===== src/hw/rtl/fss_pkg.sv =====
// Shared types and constants of the fuzzy signature scanner.
// No dependencies; compiled first.
package fss_pkg;

   localparam int BYTE_BITS         = 8;
   localparam int CSR_INDEX_BITS    = 3;
   localparam int CSR_DATA_BITS     = 64;
   localparam int MATCH_BITS        = 6;
   localparam int OFFSET_OUT_BITS   = 32;
   localparam int REG_PATTERN_BYTES = 31;
   localparam int PATTERN_REG_BITS  = 4 * CSR_DATA_BITS;
   localparam logic [MATCH_BITS-1:0] MIN_MATCHES_RESET = 6'd31;

   typedef enum logic [CSR_INDEX_BITS-1:0] {
      CSR_PATTERN_LO    = 3'd0,
      CSR_PATTERN_MID   = 3'd1,
      CSR_PATTERN_UPPER = 3'd2,
      CSR_PATTERN_TOP   = 3'd3,
      CSR_FINAL_BYTE    = 3'd4,
      CSR_MIN_MATCHES   = 3'd5
   } csr_index_type;

   typedef struct packed {
      logic [CSR_DATA_BITS-1:0] pattern_top;
      logic [CSR_DATA_BITS-1:0] pattern_upper;
      logic [CSR_DATA_BITS-1:0] pattern_mid;
      logic [CSR_DATA_BITS-1:0] pattern_lo;
      logic [BYTE_BITS-1:0]     final_byte;
      logic [MATCH_BITS-1:0]    min_matches;
   } cfg_type;

endpackage


===== src/hw/rtl/fss_ifs.sv =====
// Valid/ready channel interfaces for the scanner's byte input and result output.
// Depends on fss_pkg.
interface fss_req_if
   import fss_pkg::*;
();
   logic                 valid;
   logic                 ready;
   logic [BYTE_BITS-1:0] data_byte;
   logic                 end_of_region;

   modport source (output valid, output data_byte, output end_of_region, input ready);
   modport sink   (input valid, input data_byte, input end_of_region, output ready);
endinterface

interface fss_rsp_if
   import fss_pkg::*;
();
   logic                       valid;
   logic                       ready;
   logic                       found;
   logic [OFFSET_OUT_BITS-1:0] hit_offset;

   modport source (output valid, output found, output hit_offset, input ready);
   modport sink   (input valid, input found, input hit_offset, output ready);
endinterface


===== src/hw/rtl/fuzzy_signature_scanner.sv =====
// An accepted item lands in the window stage; its report, if it has one, is loaded into
// the result register when that stage advances, which waits while that register is full.
// Throughput: one byte per cycle; input stalls only while the result register
// holds an untaken result. Reset (synchronous): clears the pipeline, rearms the scan and
// restores register defaults.
// Depends on fss_pkg, fss_ifs and fss_match.
module fuzzy_signature_scanner
   import fss_pkg::*;
#(
   parameter int PATTERN_LEN = 32,
   parameter int OFFSET_BITS = 32
) (
   input  logic                      clock,
   input  logic                      reset,
   fss_req_if.sink                   req_bus,
   fss_rsp_if.source                 rsp_bus,
   input  logic                      csr_wr_en,
   input  logic [CSR_INDEX_BITS-1:0] csr_index,
   input  logic [CSR_DATA_BITS-1:0]  csr_wdata
);

   localparam int WIDE_BITS = (OFFSET_BITS > OFFSET_OUT_BITS) ? OFFSET_BITS : OFFSET_OUT_BITS;

   cfg_type cfg_ff;

   logic [PATTERN_LEN-1:0][BYTE_BITS-1:0] win_ff, win_in;
   logic [OFFSET_BITS-1:0]                seen_ff, seen_in, seen_base;
   logic                                  stage_valid_ff, stage_valid_in;
   logic                                  region_end_ff, region_end_in;
   logic                                  hit_ff, hit_in;
   logic                                  rsp_valid_ff, rsp_valid_in;
   logic                                  rsp_found_ff, rsp_found_in;
   logic [OFFSET_OUT_BITS-1:0]            rsp_offset_ff, rsp_offset_in;

   logic                   accept, out_free, advance, full, window_hit, hit_now, emit;
   logic [OFFSET_BITS-1:0] offset_diff;
   logic [WIDE_BITS-1:0]   offset_wide;

   // Configuration registers
   always_ff @(posedge clock) begin
      if (reset) begin
         cfg_ff.pattern_lo    <= '0;
         cfg_ff.pattern_mid   <= '0;
         cfg_ff.pattern_upper <= '0;
         cfg_ff.pattern_top   <= '0;
         cfg_ff.final_byte    <= '0;
         cfg_ff.min_matches   <= MIN_MATCHES_RESET;
      end else if (csr_wr_en) begin
         unique case (csr_index_type'(csr_index))
            CSR_PATTERN_LO:    cfg_ff.pattern_lo    <= csr_wdata;
            CSR_PATTERN_MID:   cfg_ff.pattern_mid   <= csr_wdata;
            CSR_PATTERN_UPPER: cfg_ff.pattern_upper <= csr_wdata;
            CSR_PATTERN_TOP:   cfg_ff.pattern_top   <= csr_wdata;
            CSR_FINAL_BYTE:    cfg_ff.final_byte    <= csr_wdata[BYTE_BITS-1:0];
            CSR_MIN_MATCHES:   cfg_ff.min_matches   <= csr_wdata[MATCH_BITS-1:0];
            default: ;
         endcase
      end
   end

   fss_match #(
      .PATTERN_LEN(PATTERN_LEN)
   ) u_match (
      .window(win_ff),
      .cfg   (cfg_ff),
      .hit   (window_hit)
   );

   assign out_free        = !rsp_valid_ff || rsp_bus.ready;
   assign advance         = stage_valid_ff && out_free;
   assign req_bus.ready   = !stage_valid_ff || out_free;
   assign accept          = req_bus.valid && req_bus.ready;

   always_comb begin
      // Restart the byte count after a region's last item.
      seen_base      = region_end_ff ? '0 : seen_ff;
      seen_in        = (&seen_base) ? seen_base : seen_base + 1'b1;
      win_in         = {req_bus.data_byte, win_ff[PATTERN_LEN-1:1]};
      region_end_in  = accept ? req_bus.end_of_region : region_end_ff;
      stage_valid_in = accept ? 1'b1 : (advance ? 1'b0 : stage_valid_ff);

      full        = (seen_ff >= OFFSET_BITS'(PATTERN_LEN));
      hit_now     = full && window_hit && !hit_ff;
      emit        = advance && !hit_ff && (hit_now || region_end_ff);
      hit_in      = advance ? (!region_end_ff && (hit_ff || hit_now)) : hit_ff;
      offset_diff = seen_ff - OFFSET_BITS'(PATTERN_LEN);
      offset_wide = WIDE_BITS'(offset_diff);

      rsp_valid_in  = emit ? 1'b1 : (rsp_bus.ready ? 1'b0 : rsp_valid_ff);
      rsp_found_in  = emit ? hit_now : rsp_found_ff;
      rsp_offset_in = emit ? (hit_now ? offset_wide[OFFSET_OUT_BITS-1:0] : '0) : rsp_offset_ff;
   end

   always_ff @(posedge clock) begin
      if (reset) begin
         stage_valid_ff <= 1'b0;
         region_end_ff  <= 1'b1;
         hit_ff         <= 1'b0;
         rsp_valid_ff   <= 1'b0;
      end else begin
         stage_valid_ff <= stage_valid_in;
         region_end_ff  <= region_end_in;
         hit_ff         <= hit_in;
         rsp_valid_ff   <= rsp_valid_in;
      end
   end

   always_ff @(posedge clock) begin
      if (accept) begin
         win_ff  <= win_in;
         seen_ff <= seen_in;
      end
      rsp_found_ff  <= rsp_found_in;
      rsp_offset_ff <= rsp_offset_in;
   end

   assign rsp_bus.valid      = rsp_valid_ff;
   assign rsp_bus.found      = rsp_found_ff;
   assign rsp_bus.hit_offset = rsp_offset_ff;

endmodule


===== src/hw/rtl/fss_match.sv =====
// Window comparator: counts bytes equal to the pattern and checks the threshold.
// Depends on fss_pkg.
module fss_match
   import fss_pkg::*;
#(
   parameter int PATTERN_LEN = 32
) (
   input  logic [PATTERN_LEN-1:0][BYTE_BITS-1:0] window,
   input  cfg_type                               cfg,
   output logic                                  hit
);

   localparam int CNT_BITS = $clog2(PATTERN_LEN + 1);
   localparam int CMP_BITS = (CNT_BITS > MATCH_BITS) ? CNT_BITS : MATCH_BITS;

   logic [PATTERN_REG_BITS-1:0]           pattern_flat;
   logic [PATTERN_LEN-1:0][BYTE_BITS-1:0] pattern;
   logic [PATTERN_LEN-1:0]                equal;
   logic [CNT_BITS-1:0]                   count;

   assign pattern_flat = {cfg.pattern_top, cfg.pattern_upper, cfg.pattern_mid, cfg.pattern_lo};

   // Last position uses its own register; positions past the stored bytes compare with zero.
   for (genvar j = 0; j < PATTERN_LEN; j++) begin : g_pos
      if (j == PATTERN_LEN - 1) begin : g_final
         assign pattern[j] = cfg.final_byte;
      end else if (j < REG_PATTERN_BYTES) begin : g_reg
         assign pattern[j] = pattern_flat[BYTE_BITS*j +: BYTE_BITS];
      end else begin : g_zero
         assign pattern[j] = '0;
      end
      assign equal[j] = (window[j] == pattern[j]);
   end

   assign count = CNT_BITS'($countones(equal));
   assign hit   = (CMP_BITS'(count) >= CMP_BITS'(cfg.min_matches));

endmodule


===== src/flat_wrapper.sv =====
// flat-port wrapper written by rule: the top's interface ports become plain ports
module fuzzy_signature_scanner_flat import fss_pkg::*;
#(
   parameter int PATTERN_LEN = 32,
   parameter int OFFSET_BITS = 32
)
  (clock, reset, csr_wr_en, csr_index, csr_wdata, req_bus_valid, req_bus_data_byte, req_bus_end_of_region, req_bus_ready, rsp_bus_valid, rsp_bus_found, rsp_bus_hit_offset, rsp_bus_ready);
  fss_req_if req_bus_i ();
  fss_rsp_if rsp_bus_i ();
  input  logic clock;
  input  logic reset;
  input  logic csr_wr_en;
  input  logic [CSR_INDEX_BITS-1:0] csr_index;
  input  logic [CSR_DATA_BITS-1:0] csr_wdata;
  input wire logic [$bits(req_bus_i.valid)-1:0] req_bus_valid;
  input wire logic [$bits(req_bus_i.data_byte)-1:0] req_bus_data_byte;
  input wire logic [$bits(req_bus_i.end_of_region)-1:0] req_bus_end_of_region;
  output wire logic [$bits(req_bus_i.ready)-1:0] req_bus_ready;
  output wire logic [$bits(rsp_bus_i.valid)-1:0] rsp_bus_valid;
  output wire logic [$bits(rsp_bus_i.found)-1:0] rsp_bus_found;
  output wire logic [$bits(rsp_bus_i.hit_offset)-1:0] rsp_bus_hit_offset;
  input wire logic [$bits(rsp_bus_i.ready)-1:0] rsp_bus_ready;
  assign req_bus_i.valid = req_bus_valid;
  assign req_bus_i.data_byte = req_bus_data_byte;
  assign req_bus_i.end_of_region = req_bus_end_of_region;
  assign req_bus_ready = req_bus_i.ready;
  assign rsp_bus_valid = rsp_bus_i.valid;
  assign rsp_bus_found = rsp_bus_i.found;
  assign rsp_bus_hit_offset = rsp_bus_i.hit_offset;
  assign rsp_bus_i.ready = rsp_bus_ready;
  fuzzy_signature_scanner #(.PATTERN_LEN(PATTERN_LEN), .OFFSET_BITS(OFFSET_BITS)) u_core (.clock(clock), .reset(reset), .req_bus(req_bus_i), .rsp_bus(rsp_bus_i), .csr_wr_en(csr_wr_en), .csr_index(csr_index), .csr_wdata(csr_wdata));
endmodule

===== config.mk =====
export PLATFORM = sky130hd
export DESIGN_NAME = fuzzy_signature_scanner_flat
export DESIGN_NICKNAME = d
export VERILOG_FILES = /design/src/hw/rtl/fss_pkg.sv /design/src/hw/rtl/fss_ifs.sv /design/src/hw/rtl/fuzzy_signature_scanner.sv /design/src/hw/rtl/fss_match.sv /design/src/flat_wrapper.sv
export SDC_FILE = /design/constraint.sdc
export NUM_CORES = 1
export LEC_CHECK = 0
export ABC_AREA = 1
export BUFFER_PORTS_ARGS = -buffer_cell sky130_fd_sc_hd__buf_2
export CAP_MARGIN = 20
export CORE_MARGIN = 2
export CORE_UTILIZATION = 34
export CTS_CLUSTER_DIAMETER = 40
export DETAILED_ROUTE_END_ITERATION = 16
export MAX_ROUTING_LAYER = met4
export PLACE_DENSITY = 0.52
export SYNTH_ARGS = -nofsm -noshare
export SYNTH_HDL_FRONTEND = slang
export SYNTH_SLANG_ARGS = --single-unit

===== constraint.sdc =====
create_clock -name clock -period 12.5 [get_ports clock]
set_input_delay 0.625 -clock clock [delete_from_list [all_inputs] [get_ports clock]]
set_output_delay 0.625 -clock clock [all_outputs]
set_load 0.02 [all_outputs]

==> flow_metrics.env, run 1 <==
export IMPL_cp_startpoint="u_core.win_ff[191]$_DFFE_PP_"
export IMPL_core_sq_um=71600
export IMPL_worstPathMaxFanout=28
export IMPL_grt_pass1_wl_mm=106
export IMPL_clockBufferDepth=3
export IMPL_r2r_start="u_core.win_ff[191]$_DFFE_PP_"
export IMPL_firstDrtPassIters=5
export IMPL_syn_inst=2414
export IMPL_stdcell_area_sq_um=29800
export IMPL_grt_overflow=0
export IMPL_synth_top_family_by_area="simple AND/OR/NAND/NOR gates"
export IMPL_tns_ns=0
export IMPL_yosys_mux_area_fraction=0
export IMPL_cp_slowest_cell="fa_1"
export IMPL_cts_hold_buffers=0
export IMPL_fp_dieH_microns=273
export IMPL_hpwl_mm=49.0
export IMPL_status="finished, final reports clean"
export IMPL_cp_required_ns=13.02
export IMPL_final_common_cell="nor2_1"
export IMPL_fin_skew_ns=0.0626
export IMPL_maxCapViolCount=0
export IMPL_synthXorXnorAreaFrac=0.0891
export IMPL_clkTransAtPathRegs_ns=0.06
export IMPL_synth_adder_area_share=0.0271
export IMPL_synth_top_area_frac=0.391
export IMPL_die_area_sq_um=74700
export IMPL_r2r_cells=26
export IMPL_ctsResizeCount=0
export IMPL_drive_gt1_frac=0.139
export IMPL_cts_max_level=3
export IMPL_ant_nets=0
export IMPL_synth_area_leaders="edfxtp_1 (39%), dfxtp_1 (22%), nor2_1 (7.8%), xor2_1 (7.2%), o21ai_0 (5.6%)"
export IMPL_slew_violations=0
export IMPL_clock_root_buffer="clkbuf_16"
export IMPL_mostFrequentLayoutCells="nor2_1 (511), edfxtp_1 (321), o21ai_0 (278)"
export IMPL_fin_nets=2674
export IMPL_post_route_util=0.416
export IMPL_fp_row_count=98
export IMPL_clkSinkCount=587
export IMPL_grt_pass1_vias=17117
export IMPL_finalSetupViolCount=0
export IMPL_io_buffers=115
export IMPL_start_util=0.344
export IMPL_crit_path_end="u_core.rsp_bus.hit_offset[28]$_SDFFCE_PN0P_"
export IMPL_min_period_over_period=0.571
export IMPL_place_ws_ns=5.32
export IMPL_criticalPathCategory="reg2reg"
export IMPL_synth_seq_cells=587
export IMPL_rsz0062_at_grt="false"
export IMPL_synth_distinct_cells=37
export IMPL_p_per_area_nw_per_um2=178
export IMPL_synth_seq_area_share=0.607
export IMPL_async_flop_share=0
export IMPL_start_kind="flop"
export IMPL_wl_per_cell_microns=19.9
export IMPL_track_usage=0.196
export IMPL_drc_errors=0
export IMPL_rrSetupSlack_ns=5.36
export IMPL_ys_warnings_count=0
export IMPL_synth_flop_cell="edfxtp_1"
export IMPL_r2r_end="u_core.rsp_bus.hit_offset[28]$_SDFFCE_PN0P_"
export IMPL_avgSynthCellArea_sq_um=10.2
export IMPL_diodes=0
export IMPL_finalHoldViolations=0
export IMPL_wl_mm=71.3
export IMPL_die_w_microns=273
export IMPL_synth_edf_count=321
export IMPL_vias_per_cell=4.85
export IMPL_slew_headroom=0.286
export IMPL_cpMostUsedCell="fa_1"
export IMPL_crit_arrival_ns=7.66
export IMPL_cts_buffers=98
export IMPL_cts_setup_buffers=0
export IMPL_vias=17421
export IMPL_antenna_found_initial=2
export IMPL_max_freq_mhz=140
export IMPL_irDropWorstVdd_mv=0.115
export IMPL_synth_area_sq_um=24700
export IMPL_synth_simple_area_share=0.156
export IMPL_synth_compound_area_frac=0.0787
export IMPL_min_period_ns=7.14
export IMPL_dpl_instance_area_sq_um=26200
export IMPL_yosysTopAreaCell="edfxtp_1"
export IMPL_place_congestion=0.874
export IMPL_cts_tree="done"
export IMPL_hp_class="in2reg"
export IMPL_fin_ws_ns=5.36
export IMPL_max_stage_delay_ns=0.55
export IMPL_synth_nets=2534
export IMPL_clock_latency_ns=0.67
export IMPL_end_kind="flop"
export IMPL_leakage_nw=12.0
export IMPL_tightest_slew_ns=1.07
export IMPL_grt_max_degree=153
export IMPL_syn_to_final_growth_pct=20.7
export IMPL_n_fill_cell=6902
export IMPL_ios=116
export IMPL_drtIter0Drc=1286
[Yosys cell counts, types with 2 or more instances]
master and number:
nor4_1 47, nand3b_1 5, ha_1 15, inv_2 12, xnor2_1 49, xor2_1 202
buf_2 11, nor2_1 513, a21oi_1 86, or2_2 13, fa_1 24, inv_1 165
nor2_2 12, nand3_2 8, buf_6 4, nor3_1 10, clkbuf_1 73, nand2_1 186
edfxtp_1 321, nand4_1 25, nor2_4 6, o21ai_0 278, nand3_1 54, nor3_2 4
nor3_4 2, dfxtp_1 266, o211ai_1 11, or2_1 3
[flip-flops by register name, summed over array words and instances (netlist names)]
| name | cells |
|---|---|
| u_core.hit_ff | 1 |
| u_core.stage_valid_ff | 1 |
| u_core.rsp_bus.hit_offset | 32 |
| u_core.win_ff | 256 |
| u_core.cfg_ff | 262 |
| u_core.region_end_ff | 1 |
| u_core.seen_ff | 32 |
| u_core.rsp_bus.found | 1 |
| u_core.rsp_bus.valid | 1 |
[logic make-up (layout without fill, tap and decap cells)]
logic type      count (synthesis)  after routing
compound gates                380            380
fa+ha+maj                      39             39
flops                         587            587
simple gates                  891            891
buf+inv                       266            492
xor+xnor                      251            251
[critical path, delay by kind of cell (launching register included)]
family,cells,cell delay (ns)
adder cells (fa/ha/maj),9,3.93
AND/OR/NAND/NOR,6,1.28
AO/OA/AOI/OAI,4,0.59
buffers and inverters,5,0.49
flip-flops,1,0.42
XOR/XNOR,2,0.28
[worst min path at each step]
stage | from | to | slack (ns) | cells past startpoint
6_report | req_bus_data_byte[3] | u_core.win_ff[251]$_DFFE_PP_ | 0.15 | 1
5_1_grt | req_bus_data_byte[5] | u_core.win_ff[253]$_DFFE_PP_ | 0.13 | 1
4_1_cts | req_bus_data_byte[3] | u_core.win_ff[251]$_DFFE_PP_ | 0.12 | 1
3_5_place_dp | u_core.win_ff[80]$_DFFE_PP_ | u_core.win_ff[72]$_DFFE_PP_ | 0.44 | 0
3_3_place_gp | u_core.win_ff[80]$_DFFE_PP_ | u_core.win_ff[72]$_DFFE_PP_ | 0.43 | 0
2_1_floorplan | u_core.win_ff[144]$_DFFE_PP_ | u_core.win_ff[136]$_DFFE_PP_ | 0.43 | 0
[stage by stage]
stage / hold WS (ns) / std cells / power (mW)
detailed placement: 0.437 / 3403 / 2.51
global route: 0.129 / 3590 / 5.47
CTS: 0.120 / 3589 / 5.35
floorplan: 0.426 / 2414 / 2.39
finish: 0.154 / 3590 / 5.31
global placement: 0.433 / 3403 / 2.50
[power by group]
group	internal [mW]	switching, mW	leakage, nW
combinational	0.0809	0.173	5.07
clock	1.80	1.04	1.70
sequential	2.14	0.0768	5.28
total	4.02	1.29	12.0
[final cells by class]
class / count / area [sq um] / area share
clock buffers: 117 / 2660 / 0.0893
clock inverters: 69 / 880 / 0.0296
inverters: 177 / 677 / 0.0227
well taps: 950 / 1190 / 0.0399
repair buffers: 129 / 701 / 0.0235
flip-flops and latches: 587 / 15000 / 0.503
multi-input cells: 1561 / 8690 / 0.292
[routing by layer]
metal,vias up,global-route usage,part of all wire,wire length [microns]
met2,521,0.312,0.47,33700
met5,-,-,0,0
met1,8375,0.245,0.43,30600
li1,8373,-,-,-
met4,0,0.0920,0.044,3120
met3,152,0.0299,0.055,3920
Power figures use the tool's default switching activity.
==> run 2: changes to the inputs <==
Settings changed: ABC_AREA 1 to 0.
Clock period 12.5 ns to 7.4 ns, I/O delays scaled along.
==> run 2 against run 1 <==
Against the previous run: setup slack got worse by 5.0 ns; via count fell by 5.0%; clock-buffer cell count fell by 6; die area fell by 2.3%; core utilization fell by 0.16 points; critical path type unchanged; critical path depth fell by 2; sequential share of layout area rose by 1.2 points; hold slack got worse by 0.13 ns.
==> flow_metrics.env, run 2 <==
export IMPL_hp_class="in2reg"
export IMPL_hpwl_mm=47.4
export IMPL_cts_max_level=3
export IMPL_syn_inst=2212
export IMPL_irDropWorstVdd_mv=0.168
export IMPL_slew_violations=0
export IMPL_synth_flop_cell="edfxtp_1"
export IMPL_tns_ns=0
export IMPL_leakage_nw=10.7
export IMPL_cp_required_ns=7.74
export IMPL_dpl_instance_area_sq_um=25600
export IMPL_largest_reg_flops=262
export IMPL_cts_buffers=92
export IMPL_max_freq_mhz=142
export IMPL_grt_overflow=0
export IMPL_place_congestion=0.856
export IMPL_post_route_util=0.414
export IMPL_synth_edf_count=321
export IMPL_top_regs="u_core.cfg_ff x262, u_core.win_ff x256"
export IMPL_finalSetupViolCount=0
export IMPL_die_area_sq_um=73000
export IMPL_core_sq_um=70100
export IMPL_async_flop_share=0
export IMPL_synth_nets=2332
export IMPL_diodes=0
export IMPL_place_inst=3178
export IMPL_synth_seq_cells=587
export IMPL_synth_distinct_cells=48
export IMPL_vias=16551
export IMPL_track_usage=0.192
export IMPL_fp_row_count=97
export IMPL_clockBufferDepth=3
export IMPL_start_util=0.344
export IMPL_regMostFlops="u_core.cfg_ff"
export IMPL_synth_area_leaders="edfxtp_1 (40%), dfxtp_1 (22%), nand2_1 (9.0%), xor2_1 (8.0%), a21oi_1 (5.7%)"
export IMPL_vias_per_cell=4.91
export IMPL_seq_area_sq_um=15000
export IMPL_start_kind="flop"
export IMPL_fin_skew_ns=0.0271
export IMPL_place_ws_ns=0.159
export IMPL_clock_latency_ns=0.65
export IMPL_synth_top_area_frac=0.400
export IMPL_clock_root_buffer="clkbuf_16"
export IMPL_antenna_found_initial=0
export IMPL_crit_arrival_ns=7.40
export IMPL_io_buffers=115
export IMPL_drive_gt1_frac=0.130
export IMPL_maxCapViolCount=0
export IMPL_firstDrtPassIters=5
export IMPL_fp_dieH_microns=270
export IMPL_clkTransAtPathRegs_ns=0.05
export IMPL_n_fill_cell=6778
export IMPL_min_period_ns=7.06
export IMPL_worstPathMaxFanout=13
export IMPL_die_w_microns=270
export IMPL_clkSinkCount=587
export IMPL_ys_warnings_count=0
export IMPL_fin_cells=3371
export IMPL_whs_ns=0.0277
export IMPL_min_period_over_period=0.954
export IMPL_end_kind="flop"
export IMPL_criticalPathCategory="reg2reg"
export IMPL_yosysMostFrequentCell="nand2_1"
export IMPL_stdcell_area_sq_um=29000
export IMPL_grt_max_degree=207
export IMPL_fin_nets=2473
export IMPL_yosysTopAreaCell="edfxtp_1"
export IMPL_wl_per_cell_microns=20.4
export IMPL_power_mw=8.46
export IMPL_ant_nets=0
export IMPL_synth_area_sq_um=24100
export IMPL_slew_headroom=0.0971
export IMPL_finalHoldViolations=0
export IMPL_ios=116
export IMPL_synth_common_cells="nand2_1 (575), edfxtp_1 (321), a21oi_1 (276)"
export IMPL_synth_seq_area_share=0.621
export IMPL_tightest_slew_ns=1.35
export IMPL_fin_ws_ns=0.342
export IMPL_grt_pass1_vias=16322
export IMPL_syn_to_final_growth_pct=20.5
export IMPL_drtIter0Drc=1185
export IMPL_drc_errors=0
export IMPL_final_common_cell="nand2_1"
export IMPL_avgSynthCellArea_sq_um=10.9
export IMPL_mostFrequentLayoutCells="nand2_1 (572), edfxtp_1 (321), a21oi_1 (276)"
export IMPL_status="finished, final reports clean"
export IMPL_grt_pass1_wl_mm=103
export IMPL_multi_input_area_sq_um=8570
export IMPL_p_per_area_nw_per_um2=291
export IMPL_cts_tree="done"
export IMPL_wl_mm=68.9
## run 2: changes by cell type after synthesis, sizes merged, moves of 17 or more
cell and change:
xnor2 +22, clkbuf +21, xor2 +18, a21oi +190, nor2 -466, nand3 -45
o21ai -272, nand2 +388, nor4 +17, inv -129
## run 2: what timing repair did
action | CTS | global route
resized for setup | 0 | 6
endpoints found under the setup margin | 0 | 33
buffers inserted | 0 | 1
hold buffers | 20 | 0
endpoints found under the hold margin | 28 | 0
## run 2: where the power goes
group / switching, mW / internal [mW]
logic: 0.243 / 0.129
registers: 0.133 / 3.60
clock network: 1.66 / 2.70
## run 2: path summary, 6_finish.rpt
path	from	endpoint	slack [ns]	cells after the start
max	u_core.win_ff[61]$_DFFE_PP_	u_core.rsp_bus.hit_offset[7]$_SDFFCE_PN0P_	0.34	24
min	csr_wdata[57]	u_core.cfg_ff[135]$_SDFFE_PP0P_	0.03	3
max reg2reg	u_core.win_ff[61]$_DFFE_PP_	u_core.rsp_bus.hit_offset[7]$_SDFFCE_PN0P_	0.34	24
min reg2reg	u_core.win_ff[121]$_DFFE_PP_	u_core.win_ff[113]$_DFFE_PP_	0.46	0
## run 2: cells by family after synthesis
family | synth area share
simple gates | 0.147
flops | 0.621
compound gates | 0.0679
xor+xnor | 0.106
buf+inv | 0.0262
fa+ha+maj | 0.0277
mux | 0.00472
## run 2: layer usage
| layer | routed length (microns) | track usage | part of all wire | vias to the layer above |
|---|---|---|---|---|
| li1 | - | - | - | 7862 |
| met1 | 30100 | 0.248 | 0.44 | 8122 |
| met2 | 33100 | 0.309 | 0.48 | 462 |
| met3 | 3790 | 0.0297 | 0.055 | 105 |
| met4 | 1860 | 0.0632 | 0.027 | 0 |
| met5 | 0 | - | 0 | - |
## run 2: cell type report
class	instances	share of cell area
clock buffers	111	0.0860
clock inverters	61	0.0231
inverters	49	0.00633
multi-input cells	1468	0.295
flip-flops and latches	587	0.515
well taps	940	0.0405
repair buffers	155	0.0336
## run 2: critical path: stages (launching register included)
cell	delay, ns
edfxtp_1	0.44
xor2_1	0.17
nor4_1	0.33
nand2_1	0.17
fa_1	0.55
fa_1	0.46
fa_1	0.44
inv_1	0.08
fa_1	0.46
fa_1	0.56
inv_1	0.06
fa_1	0.61
inv_1	0.06
ha_1	0.29
a21o_1	0.16
a21oi_1	0.22
nor2b_1	0.07
o21a_1	0.18
ha_1	0.29
nand3_1	0.08
o31ai_1	0.26
buf_4	0.18
nand2_1	0.09
a211oi_4	0.32
buf_6	0.22
==> run 3: changes to the inputs <==
Settings changed: CORE_MARGIN 2 to unset, REMOVE_ABC_BUFFERS set to 1.
==> run 3 against run 2 <==
Against the previous run: hold slack got worse by 0.0023 ns; clock skew increased by 0.012 ns; via count fell by 1.8%; design area is 0.42% higher; wire length decreased by 2.5%; global-route usage grew 0.10 points.
==> flow_metrics.env, run 3 (synthesis results as in run 2) <==
export IMPL_slew_headroom=0.237
export IMPL_core_sq_um=70000
export IMPL_track_usage=0.193
export IMPL_min_path_cells=3
export IMPL_start_util=0.344
export IMPL_r2r_cells=23
export IMPL_min_period_over_period=0.963
export IMPL_status="finished, final reports clean"
export IMPL_r2r_end="u_core.rsp_bus.hit_offset[12]$_SDFFCE_PN0P_"
export IMPL_r2r_start="u_core.win_ff[93]$_DFFE_PP_"
export IMPL_hp_class="in2reg"
export IMPL_vias=16259
export IMPL_clkSinkCount=587
export IMPL_final_common_cell="nand2_1"
export IMPL_hpwl_mm=46.2
export IMPL_clkTransAtPathRegs_ns=0.05
export IMPL_regMostFlops="u_core.cfg_ff"
export IMPL_tightest_slew_ns=1.14
export IMPL_finalHoldViolations=0
export IMPL_drc_errors=0
export IMPL_crit_chain="xor2_1 -> nor4_1 -> nand2_1 -> fa_2 -> fa_1 -> fa_1 -> inv_1 -> fa_1 -> fa_1 -> inv_1 -> fa_1 -> inv_1 -> ha_1 -> a21o_1 -> a21oi_1 -> nor2b_1 -> o21a_1 -> ha_1 -> nand3_1 -> o31ai_2 -> nand2_1 -> a211oi_4 -> buf_12"
export IMPL_drive_gt1_frac=0.129
export IMPL_grt_max_degree=168
export IMPL_largest_reg_flops=262
export IMPL_rrSetupSlack_ns=0.27
export IMPL_stdcell_area_sq_um=29200
export IMPL_cp_slowest_cell="fa_2"
export IMPL_dpl_instance_area_sq_um=25600
export IMPL_criticalPathCategory="reg2reg"
export IMPL_ant_nets=0
export IMPL_cts_tree="done"
export IMPL_end_kind="flop"
export IMPL_vias_per_cell=4.82
export IMPL_fp_row_count=97
export IMPL_crit_arrival_ns=7.47
export IMPL_cp_startpoint="u_core.win_ff[93]$_DFFE_PP_"
export IMPL_p_per_area_nw_per_um2=300
export IMPL_grt_overflow=0
export IMPL_clockBufferDepth=3
export IMPL_fin_skew_ns=0.0393
export IMPL_min_from="csr_wdata[60]"
export IMPL_max_freq_mhz=140
export IMPL_min_period_ns=7.13
export IMPL_maxCapViolCount=0
export IMPL_whs_ns=0.0254
export IMPL_io_buffers=115
export IMPL_syn_to_final_growth_pct=21.0
export IMPL_die_area_sq_um=72000
export IMPL_worstHoldEndpoint="u_core.cfg_ff[138]$_SDFFE_PP0P_"
export IMPL_mostFrequentLayoutCells="nand2_1 (573), edfxtp_1 (321), a21oi_1 (276)"
export IMPL_fin_nets=2469
export IMPL_top_regs="u_core.cfg_ff x262, u_core.win_ff x256"
export IMPL_drtIter0Drc=1100
export IMPL_wl_per_cell_microns=19.9
export IMPL_grt_pass1_wl_mm=99.7
export IMPL_cp_top_family="adder cells"
export IMPL_ios=116
export IMPL_place_congestion=0.833
export IMPL_clock_latency_ns=0.65
export IMPL_rsz0062_at_grt="false"
export IMPL_leakage_nw=10.8
export IMPL_grt_pass1_vias=16005
export IMPL_max_stage_delay_ns=0.69
export IMPL_cts_buffers=96
export IMPL_die_w_microns=268
export IMPL_cts_max_level=3
export IMPL_clock_root_buffer="clkbuf_16"
export IMPL_path_buf_inv=4
export IMPL_firstDrtPassIters=5
export IMPL_tns_ns=0
export IMPL_antenna_found_initial=7
export IMPL_cpMostUsedCell="fa_1"
export IMPL_wl_mm=67.2
export IMPL_fp_dieH_microns=268
export IMPL_slew_violations=0
export IMPL_worstPathMaxFanout=33
export IMPL_finalSetupViolCount=0
export IMPL_cp_required_ns=7.74
export IMPL_irDropWorstVdd_mv=0.207
export IMPL_start_kind="flop"
-- run 3: cell types whose count changed in the layout (fill, tap and decap cells not counted), sizes merged --
cell	change
clkinvlp	+5
buf	-4
diode	+1
clkinv	+9
dlygate4sd3	-4
inv	-13
bufinv	+9
-- run 3: per-stage QoR --
step	utilization	std cells	setup slack (ns)	power (mW)
finish	0.416	3374	0.274	8.75
global route	0.416	3374	0.0185	9.02
CTS	0.416	3372	0.111	8.83
detailed placement	0.365	3174	0.113	4.16
global placement	0.365	3174	0.163	4.15
floorplan	-	2104	-1.43	3.95
-- run 3: worst max path at each step --
stage	to	depth (start not counted)
final	u_core.rsp_bus.hit_offset[12]$_SDFFCE_PN0P_	23
after global routing	u_core.rsp_bus.hit_offset[12]$_SDFFCE_PN0P_	23
after CTS	u_core.rsp_bus.hit_offset[30]$_SDFFCE_PN0P_	23
after detailed placement	u_core.rsp_bus.hit_offset[10]$_SDFFCE_PN0P_	23
after global placement	u_core.rsp_bus.hit_offset[3]$_SDFFCE_PN0P_	23
after floorplan	u_core.rsp_bus.found$_DFFE_PP_	24
-- run 3: layout make-up --
class                      count  area (sq um)
fill                        6633         40900
sequential                   587         15000
multi-input combinational   1468          8550
clock buffer                 111          2540
tap                          940          1180
timing repair buffer         147           902
clock inverter                71           846
inverter                      49           184
antenna                        1          2.50
-- run 3: repair_timing --
action / in CTS / in global routing
setup buffers: 0 / 0
hold buffers: 16 / 0
gates resized for setup: 0 / 2
endpoints found under the setup margin: 0 / 33
endpoints found under the hold margin: 23 / 0
-- run 3: tightest hold or removal path, stage by stage --
cell and delay [ns]:
buf_2 0.13, nand2_1 0.06, a21oi_1 0.05
-- run 3: where the power goes --
group          switching [mW]  total, mW  internal [mW]
sequential              0.125       3.72           3.60
combinational           0.247      0.372          0.125
clock                    1.63       4.66           3.03
total                    2.00       8.75           6.75
-- run 3: per-layer routing --
layer / part of all wire / global-route usage
met4: 0.028 / 0.0720
met5: 0 / -
met1: 0.44 / 0.249
met2: 0.47 / 0.300
met3: 0.056 / 0.0376
